==> src/rtl/ssd_pkg.sv <==
`timescale 1ns / 1ps
// ----------------------------------------------------------------------------
// ssd_pkg
// Shared types, constants and the segment table of the seven-segment scan
// driver.
// ----------------------------------------------------------------------------
package ssd_pkg;

  localparam int unsigned NumW      = 16;
  localparam int unsigned HoldW     = 16;
  localparam int unsigned DigitW    = 4;
  localparam int unsigned NumDigits = 4;
  localparam int unsigned EnW       = NumDigits;
  localparam int unsigned ScanW     = $clog2(NumDigits);
  localparam int unsigned PhaseW    = 4;
  localparam int unsigned SegW      = 8;

  localparam logic [NumW-1:0]  MaxShown     = 16'd9999;
  localparam logic [HoldW-1:0] HoldTicksRst = 16'd1000;
  localparam logic [EnW-1:0]   EnAllOff     = 4'hF;

  typedef enum logic {
    MODE_LOAD = 1'b0,
    MODE_TICK = 1'b1
  } mode_e;

  typedef struct packed {
    mode_e           mode;
    logic [NumW-1:0] number;
  } in_req_t;

  typedef struct packed {
    logic           serial_data;
    logic           shift_clock;
    logic [EnW-1:0] digit_enable_n;
  } out_req_t;

  typedef logic [NumDigits-1:0][DigitW-1:0] digits_t;

  // active-low segment code, bit 0 goes out first; out-of-range shows nine
  function automatic logic [SegW-1:0] seg_code(input logic [DigitW-1:0] d);
    logic [SegW-1:0] c;
    unique case (d)
      4'd0:    c = 8'h03;
      4'd1:    c = 8'h9F;
      4'd2:    c = 8'h25;
      4'd3:    c = 8'h0D;
      4'd4:    c = 8'h99;
      4'd5:    c = 8'h49;
      4'd6:    c = 8'h41;
      4'd7:    c = 8'h1F;
      4'd8:    c = 8'h01;
      default: c = 8'h09;
    endcase
    return c;
  endfunction

endpackage

==> src/rtl/ssd_split.sv <==
`timescale 1ns / 1ps
// ----------------------------------------------------------------------------
// ssd_split
// Saturates a number to 9999 and splits it into four decimal digits.
// ----------------------------------------------------------------------------
module ssd_split (
  input  logic [ssd_pkg::NumW-1:0] number_i,
  output ssd_pkg::digits_t         digits_o
);
  import ssd_pkg::*;

  logic [13:0] sat;
  logic [9:0]  rem_h;
  logic [6:0]  rem_t;
  logic [3:0]  d_th, d_hu, d_te;

  assign sat = (number_i > MaxShown) ? 14'(MaxShown) : number_i[13:0];

  // each decade: parallel compares against k*10^n, highest hit wins
  always_comb begin
    d_th  = '0;
    rem_h = sat[9:0];
    for (int k = 1; k < 10; k++) begin
      if (sat >= 14'(k * 1000)) begin
        d_th  = 4'(k);
        rem_h = 10'(sat - 14'(k * 1000));
      end
    end
  end

  always_comb begin
    d_hu  = '0;
    rem_t = rem_h[6:0];
    for (int k = 1; k < 10; k++) begin
      if (rem_h >= 10'(k * 100)) begin
        d_hu  = 4'(k);
        rem_t = 7'(rem_h - 10'(k * 100));
      end
    end
  end

  always_comb begin
    d_te = '0;
    for (int k = 1; k < 10; k++) begin
      if (rem_t >= 7'(k * 10)) begin
        d_te = 4'(k);
      end
    end
  end

  assign digits_o[0] = d_th;
  assign digits_o[1] = d_hu;
  assign digits_o[2] = d_te;
  assign digits_o[3] = 4'(rem_t - (7'(d_te) * 7'd10));

endmodule

==> src/rtl/ssd_scan.sv <==
`timescale 1ns / 1ps
// ----------------------------------------------------------------------------
// ssd_scan
// Digit store and scan sequencer: shift phase, hold counter, pin levels.
// ----------------------------------------------------------------------------
module ssd_scan (
  input  logic                      clk_i,
  input  logic                      rst_ni,
  input  logic                      fire_i,
  input  ssd_pkg::in_req_t          req_i,
  input  ssd_pkg::digits_t          digits_i,
  input  logic [ssd_pkg::HoldW-1:0] hold_ticks_i,
  output ssd_pkg::out_req_t         res_o
);
  import ssd_pkg::*;

  digits_t           store_q;
  logic [ScanW-1:0]  scan_q, scan_d;
  logic [PhaseW-1:0] phase_q, phase_d;
  logic [HoldW-1:0]  cnt_q, cnt_d;
  logic              holding_q, holding_d;
  logic [SegW-1:0]   code;
  logic [EnW-1:0]    en_pat;
  logic [HoldW:0]    cnt_inc;
  logic              is_load;

  assign is_load = (req_i.mode == MODE_LOAD);
  assign code    = seg_code(store_q[scan_q]);
  assign en_pat  = holding_q ? ~(EnW'(1) << scan_q) : EnAllOff;
  assign cnt_inc = {1'b0, cnt_q} + (HoldW+1)'(1);

  always_comb begin
    scan_d    = scan_q;
    phase_d   = phase_q;
    cnt_d     = cnt_q;
    holding_d = holding_q;
    res_o     = '{serial_data: 1'b0, shift_clock: 1'b0, digit_enable_n: en_pat};
    if (!is_load) begin
      if (!holding_q) begin
        res_o.serial_data    = code[phase_q[PhaseW-1:1]];
        res_o.shift_clock    = ~phase_q[0];
        res_o.digit_enable_n = EnAllOff;
        if (&phase_q) begin
          phase_d   = '0;
          holding_d = 1'b1;
          cnt_d     = '0;
        end else begin
          phase_d = phase_q + PhaseW'(1);
        end
      end else begin
        res_o.serial_data = code[SegW-1];
        cnt_d             = cnt_inc[HoldW-1:0];
        // zero hold reads as one tick
        if (cnt_inc >= {1'b0, hold_ticks_i}) begin
          holding_d = 1'b0;
          cnt_d     = '0;
          scan_d    = scan_q + ScanW'(1);
        end
      end
    end
  end

  always_ff @(posedge clk_i or negedge rst_ni) begin
    if (!rst_ni) begin
      store_q   <= {4'd4, 4'd3, 4'd2, 4'd1};
      scan_q    <= '0;
      phase_q   <= '0;
      cnt_q     <= '0;
      holding_q <= 1'b0;
    end else if (fire_i) begin
      if (is_load) begin
        store_q <= digits_i;
      end else begin
        scan_q    <= scan_d;
        phase_q   <= phase_d;
        cnt_q     <= cnt_d;
        holding_q <= holding_d;
      end
    end
  end

  a_phase_idle_hold: assert property (@(posedge clk_i) disable iff (!rst_ni)
    holding_q |-> phase_q == '0)
    else $error("shift phase not zero while holding");

  a_cnt_idle_shift: assert property (@(posedge clk_i) disable iff (!rst_ni)
    !holding_q |-> cnt_q == '0)
    else $error("hold count not zero while shifting");

  a_one_digit: assert property (@(posedge clk_i) disable iff (!rst_ni)
    $countones(~res_o.digit_enable_n) <= 1)
    else $error("more than one digit enabled");

  a_clk_dark: assert property (@(posedge clk_i) disable iff (!rst_ni)
    res_o.shift_clock |-> res_o.digit_enable_n == EnAllOff)
    else $error("digit lit while shifting");

endmodule

==> src/rtl/seven_segment_serial_scan_driver_core.sv <==
`timescale 1ns / 1ps
// ----------------------------------------------------------------------------
// seven_segment_serial_scan_driver_core
// Four-digit multiplexed seven-segment driver feeding a serial-in shift
// register; load requests set the number, tick requests step the scan.
// ----------------------------------------------------------------------------
//  Channel | Direction | Handshake          | Carries
//  in      | input     | in_valid / stall   | mode, number (in_req_t)
//  out     | output    | out_valid / stall  | serial_data, shift_clock, enables
//  cfg     | input     | cfg_valid / ready  | hold_ticks
//
//  One request per clock unless out stalls; requests pass the input register,
//  then sequencer logic into the result register. Rate is set by the
//  single-pass sequencer step between the two registers. Reset (async, low):
//  digits 1 2 3 4, scan at digit 0, shifting, hold 1000. A stall on out holds
//  the result register and back-pressures in through the input register;
//  cfg is always ready; the user must write it only when idle (not enforced).
// ----------------------------------------------------------------------------
module seven_segment_serial_scan_driver_core (
  input  logic                      clk_i,
  input  logic                      rst_ni,
  input  logic                      in_valid_i,
  output logic                      in_stall_o,
  input  ssd_pkg::in_req_t          in_req_i,
  output logic                      out_valid_o,
  input  logic                      out_stall_i,
  output ssd_pkg::out_req_t         out_req_o,
  input  logic                      cfg_valid_i,
  output logic                      cfg_ready_o,
  input  logic [ssd_pkg::HoldW-1:0] cfg_data_i
);
  import ssd_pkg::*;

  // input register
  in_req_t          in_q;
  logic             in_vld_q;
  // result register
  out_req_t         out_q;
  logic             out_vld_q;
  // configuration
  logic [HoldW-1:0] hold_ticks_q;

  logic     adv;      // result register can take a new request
  logic     fire;     // request in the input register is processed
  digits_t  digits;
  out_req_t res;

  assign adv        = !out_vld_q || !out_stall_i;
  assign fire       = in_vld_q && adv;
  assign in_stall_o = in_vld_q && !adv;
  assign cfg_ready_o = 1'b1;

  always_ff @(posedge clk_i or negedge rst_ni) begin
    if (!rst_ni) begin
      in_vld_q <= 1'b0;
    end else if (in_valid_i && !in_stall_o) begin
      in_vld_q <= 1'b1;
    end else if (adv) begin
      in_vld_q <= 1'b0;
    end
  end

  always_ff @(posedge clk_i) begin
    if (in_valid_i && !in_stall_o) begin
      in_q <= in_req_i;
    end
  end

  always_ff @(posedge clk_i or negedge rst_ni) begin
    if (!rst_ni) begin
      hold_ticks_q <= HoldTicksRst;
    end else if (cfg_valid_i && cfg_ready_o) begin
      hold_ticks_q <= cfg_data_i;
    end
  end

  // decimal split of the load value
  ssd_split u_split (
    .number_i (in_q.number),
    .digits_o (digits)
  );

  // store, scan sequencer and pin levels
  ssd_scan u_scan (
    .clk_i        (clk_i),
    .rst_ni       (rst_ni),
    .fire_i       (fire),
    .req_i        (in_q),
    .digits_i     (digits),
    .hold_ticks_i (hold_ticks_q),
    .res_o        (res)
  );

  always_ff @(posedge clk_i or negedge rst_ni) begin
    if (!rst_ni) begin
      out_vld_q <= 1'b0;
    end else if (adv) begin
      out_vld_q <= in_vld_q;
    end
  end

  always_ff @(posedge clk_i) begin
    if (fire) begin
      out_q <= res;
    end
  end

  assign out_valid_o = out_vld_q;
  assign out_req_o   = out_q;

endmodule

==> config.mk <==
export PLATFORM = sky130hd
export DESIGN_NAME = seven_segment_serial_scan_driver_core
export DESIGN_NICKNAME = d
export VERILOG_FILES = /design/src/rtl/ssd_pkg.sv /design/src/rtl/ssd_split.sv /design/src/rtl/ssd_scan.sv /design/src/rtl/seven_segment_serial_scan_driver_core.sv
export SDC_FILE = /design/constraint.sdc
export NUM_CORES = 1
export LEC_CHECK = 0
export BUFFER_PORTS_ARGS = -buffer_cell sky130_fd_sc_hd__buf_4
export CAP_MARGIN = 5
export CORE_UTILIZATION = 25
export DETAILED_ROUTE_END_ITERATION = 8
export PLACE_DENSITY = 0.43
export SYNTH_ARGS = -nofsm -noshare
export SYNTH_HDL_FRONTEND = slang
export SYNTH_HIERARCHICAL = 1
export SYNTH_SLANG_ARGS = --single-unit
==> constraint.sdc <==
create_clock -name clk_i -period 8.44 [get_ports clk_i]
set_input_delay 0.844 -clock clk_i [delete_from_list [all_inputs] [get_ports clk_i]]
set_output_delay 0.844 -clock clk_i [all_outputs]
set_load 0.01 [all_outputs]
## Word-level counts from Yosys, hierarchy flattened

Memory sizes are Yosys's and may differ from the RTL's.
Cells that the tools add are included.

- $add $sub $neg: 22
- $mul: 1
- Magnitude comparators: 31
- Shift operators: 1
- Muxes and demuxes: 63
- Bitwise operators: 4
- Reductions and logical operators: 17

Operators by type and width:

| kind | count |
|---|---|
| $mux 10 | 9 |
| $sub 10x10->10 const B | 9 |
| $mux 7 | 9 |
| $ge 14x13->1 const B | 4 |
| $mux 16 | 3 |
| $mux 4 | 11 |
| $ge 10x10->1 const B | 4 |
| $mux 3 | 12 |
| $ge 10x9->1 const B | 3 |
| $ge 14x12->1 const B | 2 |
| $sub 7x7->7 const B | 4 |
| $ge 7x6->1 const B | 3 |
| $ge 7x7->1 const B | 3 |
| $sub 7x6->7 const B | 3 |
| $add 16x1->17 const B | 1 |
| $ge 17x16->1 | 1 |
| $gt 16x14->1 const B | 1 |
| $ge 14x10->1 const B | 1 |
| $ge 14x11->1 const B | 1 |
| $ge 14x14->1 const B | 1 |
| $ge 7x5->1 const B | 2 |
| $mux 14 | 1 |
| $mux 2 | 6 |
| $ge 10x7->1 const B | 1 |
| other kinds (24) | 44 |

- Flip-flop bits (word level): 80
- ROM bits: 112
- Bits of input ports: 38
- Output and inout bits: 9
- Word-level logic and storage cells: 156
- Memories: 1

Memories:

| name | depth | bits a word | read ports | clocked after memory_dff | write ports | line | text |
|---|---|---|---|---|---|---|---|
| (name not given) | 16 | 7 | 1 | 0 | 0 | ssd_pkg.sv:43 | `unique case (d)` |

## Logic depth before layout (Yosys ltp)

Gate-level depths: netlist of the first run.

- Word-level depth: 34
- Mapped depth: 38
- Mapped depth without buffers: 34

## Cells and area by module

Netlist of the first run, hierarchy kept.

Modules (own cells, without submodules):

| module | times used | cells each | area each (µm²) | sequential area each (µm²) |
|---|---|---|---|---|
| ssd_split | 1 | 520 | 3,554.7 | 0.0 |
| ssd_scan | 1 | 279 | 2,703.8 | 982.2 |
| seven_segment_serial_scan_driver_core | 1 | 67 | 1,445.1 | 1,148.6 |

## Worst setup path before layout of the first run

No wires, ideal clock.

- Path kind: register -> register
- Start point: reg in_q[11] (netlist bit)
- End point: reg u_scan/store_q[15] (netlist bit)
- Library setup time: 0.125 ns
- Data arrival time: 7.680 ns
- Required time: 8.315 ns
- Setup slack: 0.635 ns
- Cell stages (with the launch flop): 33
- Path buffers: 2
- Period minus slack after synthesis: 7.805 ns
- Path through: edfxtp_1 or3b_1 o211ai_1 nor2_1 inv_1 ha_1 a21oi_1 a2111o_1 nor4_1 a211oi_2 buf_2 o21ai_0 a21oi_1 a221oi_2 inv_2 ha_1 buf_1 a21oi_1 o2111ai_1 a21oi_4 o21ai_1 a31oi_1 a221oi_1 a211oi_4 a211oi_1 a41o_1 o32a_1 ha_1 fa_1 xnor2_1 xnor2_1 xnor2_1 mux2_2

RTL lines:

| element | line | text |
|---|---|---|
| start: declaration | seven_segment_serial_scan_driver_core.sv:35 | `in_req_t in_q;` |
| start signal: assignment | seven_segment_serial_scan_driver_core.sv:65 | `in_q <= in_req_i;` |
| end signal: assignment | ssd_scan.sv:65 | `store_q <= {4'd4, 4'd3, 4'd2, 4'd1};` |
| end signal: assignment | ssd_scan.sv:72 | `store_q <= digits_i;` |
| end: declaration | ssd_scan.sv:17 | `digits_t store_q;` |

==> flow_metrics.py, run 1 <==
metrics = {
    "pwr": {
        "irDropWorstVdd_v": 0.0000891,
        "power.density_cell_area_nw_per_um2": 169,
        "leakagePower_uw": 0.00362,
        "design_power_total_uw": 1540,
    },
    "clock_network": {
        "cts.root.buffer_cell": "sky130_fd_sc_hd__clkbuf_16",
        "cts-buffers-inserted": 9,
        "clock_path_buffers": 2,
        "clk_latency_ns": 0.35,
        "post_cts_hold_buffer_count": 0,
        "clk_transition_reported_paths_ns": 0.07,
        "clkSinkCount": 80,
        "tritoncts": "done",
        "cts_htree_levels": 3,
    },
    "drt": {
        "remaining_drc_errors": 0,
        "post_route_wl_mm": 24.8,
        "drt_first_pass_iters": 5,
        "ant_nets": 0,
        "wire_per_inst_um": 18.5,
        "vias_per_cell": 5.29,
        "drt_iter0_markers": 573,
        "vias": 7057,
    },
    "synthesis": {
        "ys_async_sr_fraction": 0.713,
        "yosys.cell_types.count": 112,
        "seq_area_frac_synth": 0.277,
        "synth_cells": 866,
        "synth.yosys.warnings": 6,
        "dominantRegCellSynth": "sky130_fd_sc_hd__dfrtp_1",
        "yosys_register_bits": 80,
        "synth-edff-count": 23,
        "syn_avg_cell_area_um2": 8.90,
        "synthesized_net_count": 965,
        "syn-cell-area_um2": 7700,
    },
    "global_route": {
        "overflow": 0,
        "grt_antenna_before_repair": 0,
        "grt_start_max_net_pins": 58,
        "global_route.usage.total": 0.162,
        "first_pass_grt_wire_length_mm": 39.4,
        "grt_pass1_vias": 6774,
    },
    "run": {
        "count_of_maximum_capacitance_violations": 0,
    },
    "floorplanning": {
        "core_region_um2": 30000,
        "num_io_pins": 47,
        "chipHeight_um": 178,
        "starting_utilization_of_the_core_area": 0.257,
        "die_width_um": 178,
        "area_of_the_die_um2": 31500,
        "rows": 63,
    },
    "timing": {
        "final_setup_fails": 0,
        "final_max_slew_viol_count": 0,
        "max_clock_freq_mhz": 126,
        "timing.max_slew.rel_slack": 0.281,
        "timing.final.ws_setup_ns": 0.532,
        "hold_viol": 0,
        "min_period_ns": 7.91,
        "final.setup_skew_ns": 0.0153,
        "worst_pin_slew_ns": 1.08,
        "grt_setup_unrepaired": "false",
        "min_period_over_period": 0.937,
        "final.hold.worst_slack_ns": 0.474,
        "final.setup.tns_ns": 0,
    },
    "placement": {
        "gpl.final_weighted_congestion": 0.948,
        "place_worst_setup_slack_ns": 0.0815,
        "half_perimeter_wire_length_after_detailed_placement_mm": 19.0,
        "portBuffers": 45,
    },
    "critical_path": {
        "cpPeakStageDelay_ns": 0.58,
        "crit_top_cell": "sky130_fd_sc_hd__xnor2_1",
        "timing.setup.critical_path_class": "reg -> reg",
        "worst_r2r_path_depth": 31,
        "worst_ep_required_time_ns": 8.67,
        "timing.critical_path.from_type": "register",
        "worst_ep_arrival_time_ns": 8.14,
        "worst_path_max_delay_cell": "sky130_fd_sc_hd__or4b_1",
        "critical_path.endpoint_type": "register",
        "worst_path_fanout_max": 10,
    },
    "finish": {
        "num_antenna_cells": 0,
        "drive_above_1_share": 0.236,
        "layout.filler_cells": 3223,
        "design.final.nets": 1039,
        "area_growth_syn_to_layout_pct": 18.1,
        "multi_input_comb_area_um2": 5200,
        "most_common_cell_after_layout_fill_and_taps_aside": "sky130_fd_sc_hd__buf_4",
        "layout_common_cells": "101 x sky130_fd_sc_hd__buf_4, 89 x sky130_fd_sc_hd__nand2_1, 59 x sky130_fd_sc_hd__ha_1",
        "regArea_um2": 2130,
    },
    "hold_path": {
        "worstHoldPathCells": 1,
        "timing.hold.worst.class": "reg -> reg",
    },
    "run_status": {
        "result_of_the_run": "finished, final reports clean",
    },
}
## critical path: cells and delay by family (launching register included)
family	cells	cell delay [ns]
AO/OA/AOI/OAI	12	2.95
adder cells (fa/ha/maj)	3	0.94
AND/OR/NAND/NOR	6	1.80
buffers and inverters	3	0.47
multiplexers	3	0.63
flip-flops	1	0.51
XOR/XNOR	4	0.52
## final timing paths
check,start,to,slack (ns)
worst max register to register,in_q[12],u_scan/store_q[15],0.53
worst min-delay path,in_vld_q,out_valid_o,0.47
worst max-delay path,in_q[12],u_scan/store_q[15],0.53
max in group asynchronous,rst_ni,u_scan/store_q[7],7.36
min in group asynchronous,rst_ni,out_valid_o,0.55
worst min register to register,in_vld_q,out_valid_o,0.47
## repair_timing
| item | 4_1_cts | 5_1_grt |
|---|---|---|
| buffers inserted | 0 | 8 |
| endpoints found under the setup margin | 0 | 3 |
| resized for setup | 0 | 11 |
## cell families (layout without fill, tap and decap cells)
logic type,after synthesis,count (layout),share of synthesized area
AND/OR/NAND/NOR,293,293,0.197
AO/OA/AOI/OAI,254,254,0.247
buffers and inverters,91,170,0.0536
flip-flops,80,80,0.277
adder cells (fa/ha/maj),61,61,0.100
multiplexers,49,49,0.0830
XOR/XNOR,37,37,0.0421
other,1,1,0.000487
## synthesized netlist by cell type, types with 10 or more instances
cell type / instances / share of area
sky130_fd_sc_hd__nand2_1: 90 / 0.044
sky130_fd_sc_hd__ha_1: 60 / 0.097
sky130_fd_sc_hd__nor2_1: 51 / 0.025
sky130_fd_sc_hd__dfrtp_1: 46 / 0.15
sky130_fd_sc_hd__inv_1: 46 / 0.022
sky130_fd_sc_hd__a21oi_1: 45 / 0.029
sky130_fd_sc_hd__o21ai_0: 37 / 0.024
sky130_fd_sc_hd__nand3_1: 31 / 0.020
sky130_fd_sc_hd__xnor2_1: 31 / 0.035
sky130_fd_sc_hd__mux2_2: 27 / 0.039
sky130_fd_sc_hd__edfxtp_1: 23 / 0.090
sky130_fd_sc_hd__nor3_1: 22 / 0.014
sky130_fd_sc_hd__clkbuf_1: 19 / 0.0093
sky130_fd_sc_hd__o21ai_1: 16 / 0.010
sky130_fd_sc_hd__nand4_1: 15 / 0.012
sky130_fd_sc_hd__a31oi_1: 14 / 0.011
sky130_fd_sc_hd__nand2b_1: 13 / 0.011
sky130_fd_sc_hd__o211ai_1: 13 / 0.013
sky130_fd_sc_hd__o21a_1: 13 / 0.013
sky130_fd_sc_hd__a211oi_1: 12 / 0.012
sky130_fd_sc_hd__dfstp_2: 11 / 0.038
sky130_fd_sc_hd__mux2_4: 10 / 0.019
sky130_fd_sc_hd__nor4_1: 10 / 0.0081
## report_power, final
part | leakage, uW | internal, uW | switching (uW) | total (uW)
Sequential | 0.000908 | 467 | 60.4 | 527
Combinational | 0.00256 | 263 | 326 | 589
Clock | 0.000156 | 242 | 177 | 419
Total | 0.00362 | 972 | 564 | 1540
## routing by layer
metal / vias to the layer above / wire, um / GRT usage
met3: 51 / 1210 / 0.0199
met4: 0 / 853 / 0.0670
met5: - / 0 / 0
met1: 3369 / 11900 / 0.229
met2: 252 / 10800 / 0.245
li1: 3385 / - / -
## flip-flops by register name (all words and copies together), names as in the netlist
register	cells
u_scan/scan_q	2
out_valid_o	1
in_q	17
u_scan/store_q	16
hold_ticks_q	16
u_scan/cnt_q	16
in_vld_q	1
out_req_o	6
u_scan/phase_q	4
u_scan/holding_q	1
## area by class of cell
class,count,share of cell area
Sequential cell,80,0.234
Multi-Input combinational cell,695,0.572
Inverter,53,0.0226
Timing Repair Buffer,101,0.0833
Tap cell,390,0.0536
Clock buffer,10,0.0263
Clock inverter,6,0.00811
## stage by stage
step	std cells	area (um^2)	utilization
2_1_floorplan	866	7700	-
3_3_place_gp	1311	8680	0.290
3_5_place_dp	1311	8680	0.290
4_1_cts	1327	8990	0.300
5_1_grt	1335	9100	0.304
6_report	1335	9100	0.304
Power figures use the tool's default switching activity.
==> run 2: changes to the inputs <==
- clock period: 8.44 -> 7.65 ns (I/O delays scaled with it)
==> run 2 against run 1 <==
Die area unchanged. Combinational power up 15%. Clock power shrank 5%. Worst hold slack improved by 0.016 ns.
==> flow_metrics.py, run 2 (synthesis gave the netlist of run 1 again) <==
metrics = {
    "critical_path": {
        "critical_path.endpoint_type": "register",
        "worstReg2RegEnd": "u_scan/store_q[15]",
        "timing.critical_path.from_type": "register",
        "worst_ep_arrival_time_ns": 7.45,
        "worst_path_max_delay_cell": "sky130_fd_sc_hd__edfxtp_1",
        "timing.setup.critical_path_class": "reg -> reg",
        "worst_path_fanout_max": 8,
        "worst_ep_required_time_ns": 7.88,
        "cpPeakStageDelay_ns": 0.50,
        "worst_r2r_path_depth": 29,
        "reg2reg_setup_slack_ns": 0.43,
        "critical_r2r_launch": "in_q[12]",
    },
    "timing": {
        "final_setup_fails": 0,
        "hold_viol": 0,
        "min_period_ns": 7.22,
        "final.setup.tns_ns": 0,
        "final_max_slew_viol_count": 0,
        "min_period_over_period": 0.943,
        "final.setup_skew_ns": 0.0120,
        "timing.final.ws_setup_ns": 0.434,
        "max_clock_freq_mhz": 139,
        "grt_setup_unrepaired": "false",
        "worst_pin_slew_ns": 0.828,
        "timing.max_slew.rel_slack": 0.448,
    },
    "pwr": {
        "leakagePower_uw": 0.00381,
        "seqPwrFrac": 0.352,
        "combinationalPowerShare": 0.407,
        "share_of_total_power_consumed_by_net_switching": 0.367,
        "power.density_cell_area_nw_per_um2": 176,
        "internal_power_uw": 1050,
        "power.switching_uw": 609,
        "irDropWorstVdd_v": 0.0000821,
        "design_power_total_uw": 1660,
        "clock_power_share": 0.241,
    },
    "global_route": {
        "grt_start_max_net_pins": 58,
        "first_pass_grt_wire_length_mm": 39.1,
        "globalRouteMet1Util": 0.227,
        "grt_antenna_before_repair": 1,
        "global_route.usage.total": 0.160,
        "gr-usage-met2": 0.241,
        "overflow": 0,
        "met3_usage": 0.0268,
        "grt_pass1_vias": 6830,
        "globalRoute.busiestLayer": "met2",
    },
    "clock_network": {
        "tritoncts": "done",
        "cts-buffers-inserted": 9,
        "clock_path_buffers": 2,
        "clkSinkCount": 80,
        "clk_latency_ns": 0.35,
        "post_cts_hold_buffer_count": 0,
        "cts_htree_levels": 3,
        "clk_transition_reported_paths_ns": 0.06,
        "cts.root.buffer_cell": "sky130_fd_sc_hd__clkbuf_16",
    },
    "floorplanning": {
        "starting_utilization_of_the_core_area": 0.257,
        "chipHeight_um": 178,
        "core_region_um2": 30000,
        "rows": 63,
        "area_of_the_die_um2": 31500,
        "num_io_pins": 47,
        "die_width_um": 178,
    },
    "finish": {
        "design.final.nets": 1078,
        "num_antenna_cells": 0,
        "most_common_cell_after_layout_fill_and_taps_aside": "sky130_fd_sc_hd__buf_4",
        "drive_above_1_share": 0.278,
        "largest_reg_flops": 17,
        "area_growth_syn_to_layout_pct": 22.4,
        "layout_common_cells": "139 x sky130_fd_sc_hd__buf_4, 90 x sky130_fd_sc_hd__nand2_1, 57 x sky130_fd_sc_hd__ha_1",
        "post-route-cell-area_um2": 9430,
        "fin_cells": 1374,
        "register_containing_the_most_flip_flops_in_the_final_layout": "in_q",
        "layout.filler_cells": 3190,
    },
    "run_status": {
        "result_of_the_run": "finished, final reports clean",
    },
    "placement": {
        "post-place-cells": 1343,
        "half_perimeter_wire_length_after_detailed_placement_mm": 19.2,
        "portBuffers": 45,
        "gpl.final_weighted_congestion": 0.897,
        "placed_cell_area_um2": 8930,
        "place_worst_setup_slack_ns": 0.0514,
    },
    "drt": {
        "drt_iter0_markers": 448,
        "drt_first_pass_iters": 5,
        "post_route_wl_mm": 24.5,
        "wire_per_inst_um": 17.8,
        "ant_nets": 0,
        "vias_per_cell": 5.15,
        "vias": 7081,
        "remaining_drc_errors": 0,
    },
    "run": {
        "count_of_maximum_capacitance_violations": 0,
    },
    "hold_path": {
        "timing.hold.worst.class": "in -> async",
    },
}
[run 2: cell types whose count changed in the layout (fill, tap and decap cells not counted), sizes merged]
cell | before | now
buf | 101 | 140
bufinv | 1 | 0
clkbuf | 10 | 11
clkinvlp | 0 | 1
inv | 55 | 54
[run 2: critical path, delay by kind of cell (launching register included)]
kind / cells / cell delay (ns)
flip-flops: 1 / 0.50
AND/OR/NAND/NOR: 4 / 0.88
AO/OA/AOI/OAI: 15 / 3.73
adder cells (fa/ha/maj): 4 / 1.06
multiplexers: 1 / 0.26
XOR/XNOR: 3 / 0.42
buffers and inverters: 2 / 0.27
[run 2: layout make-up]
| type | count | area, um^2 | area share |
|---|---|---|---|
| Multi-Input combinational cell | 695 | 5290 | 0.561 |
| Clock buffer | 11 | 233 | 0.0247 |
| Tap cell | 390 | 488 | 0.0517 |
| Sequential cell | 80 | 2130 | 0.226 |
| Clock inverter | 5 | 31.3 | 0.00332 |
| Inverter | 53 | 204 | 0.0216 |
| Timing Repair Buffer | 140 | 1050 | 0.112 |
[run 2: how the worst max path moves through the flow]
stage	depth (start not counted)	slack, ns	from	to
2_1_floorplan	36	0.04	in_q[11]	u_scan/store_q[15]
3_3_place_gp	30	0.02	in_q[14]	u_scan/store_q[15]
3_5_place_dp	30	0.05	in_q[14]	u_scan/store_q[15]
4_1_cts	34	0.04	in_q[14]	u_scan/store_q[15]
5_1_grt	34	0.02	in_q[12]	u_scan/store_q[15]
6_report	29	0.43	in_q[12]	u_scan/store_q[15]
[run 2: routing by layer]
metal	part of all wire	up-vias
met5	0.00069	-
li1	-	3470
met3	0.049	50
met1	0.48	3372
met4	0.031	2
met2	0.44	187
[run 2: what timing repair did]
action	4_1_cts	5_1_grt
setup buffers	0	15
resized for setup	0	28
endpoints found under the setup margin	0	2
[run 2: power by group through the flow]
stage	combinational, uW	clock (uW)	sequential (uW)
global placement	650	0	589
CTS	645	414	583
global route	750	434	594
floorplan	471	0	552
detailed placement	643	0	590
finish	675	400	583
[run 2: stage by stage]
stage,util,hold slack (ns)
after CTS,0.307,0.491
after floorplan,-,0.443
final,0.315,0.490
after detailed placement,0.298,0.475
after global placement,0.298,0.465
after global routing,0.315,0.505
==> run 3: changes to the inputs <==
- CELL_PAD_IN_SITES_DETAIL_PLACEMENT: default -> 1
- CELL_PAD_IN_SITES_GLOBAL_PLACEMENT: default -> 1
- PLACE_DENSITY: 0.43 -> 0.51
==> run 3 against run 2 <==
Clock power up 6.8%. Cell count about the same. Register-to-register slack worse by 0.09 ns. Routed wire length up 10%. First-iteration DRC count down 17%. Flip-flop and latch count unchanged. Largest cell class unchanged. Largest power group unchanged.
==> flow_metrics.py, run 3 (synthesis gave the netlist of run 1 again) <==
metrics = {
    "floorplanning": {
        "chipHeight_um": 178,
        "num_io_pins": 47,
        "core_region_um2": 30000,
        "starting_utilization_of_the_core_area": 0.257,
        "rows": 63,
        "area_of_the_die_um2": 31500,
        "die_width_um": 178,
    },
    "global_route": {
        "grt_start_max_net_pins": 58,
        "global_route.usage.total": 0.174,
        "globalRoute.busiestLayer": "met2",
        "met3_usage": 0.0263,
        "grt_antenna_before_repair": 0,
        "grt_pass1_vias": 7272,
        "overflow": 0,
        "globalRouteMet1Util": 0.247,
        "gr-usage-met2": 0.270,
        "first_pass_grt_wire_length_mm": 42.4,
    },
    "pwr": {
        "internal_power_uw": 1080,
        "seqPwrFrac": 0.342,
        "clock_power_share": 0.252,
        "power.density_cell_area_nw_per_um2": 178,
        "power.switching_uw": 616,
        "leakagePower_uw": 0.00380,
        "irDropWorstVdd_v": 0.0000858,
        "design_power_total_uw": 1690,
        "combinationalPowerShare": 0.406,
        "share_of_total_power_consumed_by_net_switching": 0.364,
    },
    "placement": {
        "placed_cell_area_um2": 8910,
        "half_perimeter_wire_length_after_detailed_placement_mm": 21.2,
        "portBuffers": 45,
        "gpl.final_weighted_congestion": 0.925,
        "place_worst_setup_slack_ns": -0.141,
    },
    "drt": {
        "remaining_drc_errors": 0,
        "vias": 7252,
        "ant_nets": 0,
        "drt_iter0_markers": 372,
        "wire_per_inst_um": 19.7,
        "drt_first_pass_iters": 8,
        "post_route_wl_mm": 27.0,
        "vias_per_cell": 5.28,
    },
    "clock_network": {
        "cts_htree_levels": 3,
        "clock_path_buffers": 2,
        "clk_transition_reported_paths_ns": 0.06,
        "post_cts_hold_buffer_count": 0,
        "tritoncts": "done",
        "cts-buffers-inserted": 9,
        "cts.root.buffer_cell": "sky130_fd_sc_hd__clkbuf_16",
        "clkSinkCount": 80,
        "clk_latency_ns": 0.34,
    },
    "critical_path": {
        "timing.setup.critical_path_class": "reg -> reg",
        "crit_top_cell": "sky130_fd_sc_hd__buf_4",
        "worst_path_max_delay_cell": "sky130_fd_sc_hd__edfxtp_1",
        "cpPeakStageDelay_ns": 0.41,
        "timing.critical_path.from_type": "register",
        "worst_path_fanout_max": 8,
        "worst_ep_arrival_time_ns": 7.53,
        "critPathLaunch": "in_q[12]",
        "worst_ep_required_time_ns": 7.87,
        "critical_path.endpoint_type": "register",
        "critical_r2r_launch": "in_q[12]",
    },
    "timing": {
        "min_period_ns": 7.30,
        "hold_viol": 0,
        "min_period_over_period": 0.955,
        "max_clock_freq_mhz": 137,
        "timing.max_slew.rel_slack": 0.381,
        "final_setup_fails": 0,
        "worst_pin_slew_ns": 0.929,
        "timing.final.ws_setup_ns": 0.346,
        "final.setup.tns_ns": 0,
        "final_max_slew_viol_count": 0,
        "final.setup_skew_ns": 0.00847,
    },
    "hold_path": {
        "timing.hold.worst.class": "reg -> reg",
        "worst_hold_startpoint": "in_vld_q",
    },
    "finish": {
        "most_common_cell_after_layout_fill_and_taps_aside": "sky130_fd_sc_hd__buf_4",
        "drive_above_1_share": 0.290,
        "num_antenna_cells": 0,
        "area_growth_syn_to_layout_pct": 23.4,
        "design.final.nets": 1077,
        "largest_reg_flops": 17,
        "register_containing_the_most_flip_flops_in_the_final_layout": "in_q",
        "layout_common_cells": "139 x sky130_fd_sc_hd__buf_4, 89 x sky130_fd_sc_hd__nand2_1, 53 x sky130_fd_sc_hd__ha_1",
        "post-route-cell-area_um2": 9500,
        "fin_util": 0.317,
    },
    "run_status": {
        "result_of_the_run": "finished, final reports clean",
    },
    "run": {
        "count_of_maximum_capacitance_violations": 0,
    },
}
## run 3: cell types whose count changed in the layout (fill, tap and decap cells not counted), sizes merged
| cell | change |
|---|---|
| clkbuf | -1 |
| bufinv | +1 |
| inv | -2 |
| buf | -1 |
| clkinv | +1 |
| clkinvlp | +1 |
## run 3: per-stage QoR
stage,hold slack [ns],std cells
global route,0.492,1373
detailed placement,0.464,1340
floorplan,0.443,866
finish,0.473,1373
global placement,0.457,1340
CTS,0.478,1357
## run 3: final timing paths
check,cells past startpoint,slack (ns),to
setup / recovery,33,0.35,u_scan/store_q[15]
hold / removal,1,0.47,out_valid_o
setup reg to reg,33,0.35,u_scan/store_q[15]
hold reg to reg,1,0.47,out_valid_o
max in group asynchronous,1,6.63,u_scan/store_q[12]
min in group asynchronous,1,0.52,u_scan/phase_q[2]
## run 3: what timing repair did
| item | in CTS | in global routing |
|---|---|---|
| setup endpoints to repair | 1 | 2 |
| setup buffers | 1 | 16 |
| gates resized for setup | 2 | 37 |
| pin swaps | 1 | 14 |
## run 3: final cells by class
type / instances / area, um^2
repair buffers: 139 / 1040
clock inverters: 6 / 60.1
inverters: 53 / 203
flip-flops and latches: 80 / 2130
clock buffers: 10 / 229
well taps: 390 / 488
fillers: 3547 / 20500
multi-input cells: 695 / 5350
## run 3: power groups by stage
stage	clock network, uW	logic [uW]	registers, uW
finish	427	687	579
floorplan	0	471	552
detailed placement	0	666	588
CTS	444	670	580
global route	461	758	591
global placement	0	662	588
## run 3: per-layer routing
metal,wire [um],vias up,share of wire
li1,-,3453,-
met1,13300,3584,0.49
met2,12100,166,0.45
met3,1020,49,0.038
met4,665,0,0.025
met5,0,-,0
## run 3: worst max-delay path, delay by kind of cell (launching register included)
kind / cells / cell delay (ns)
and+or+nand+nor: 2 / 0.53
DFF: 1 / 0.41
buffers and inverters: 6 / 0.94
xor gates and xnor gates: 3 / 0.42
adders and majority gates: 4 / 1.10
muxes: 2 / 0.43
AOI/OAI and AO/OA: 16 / 3.36
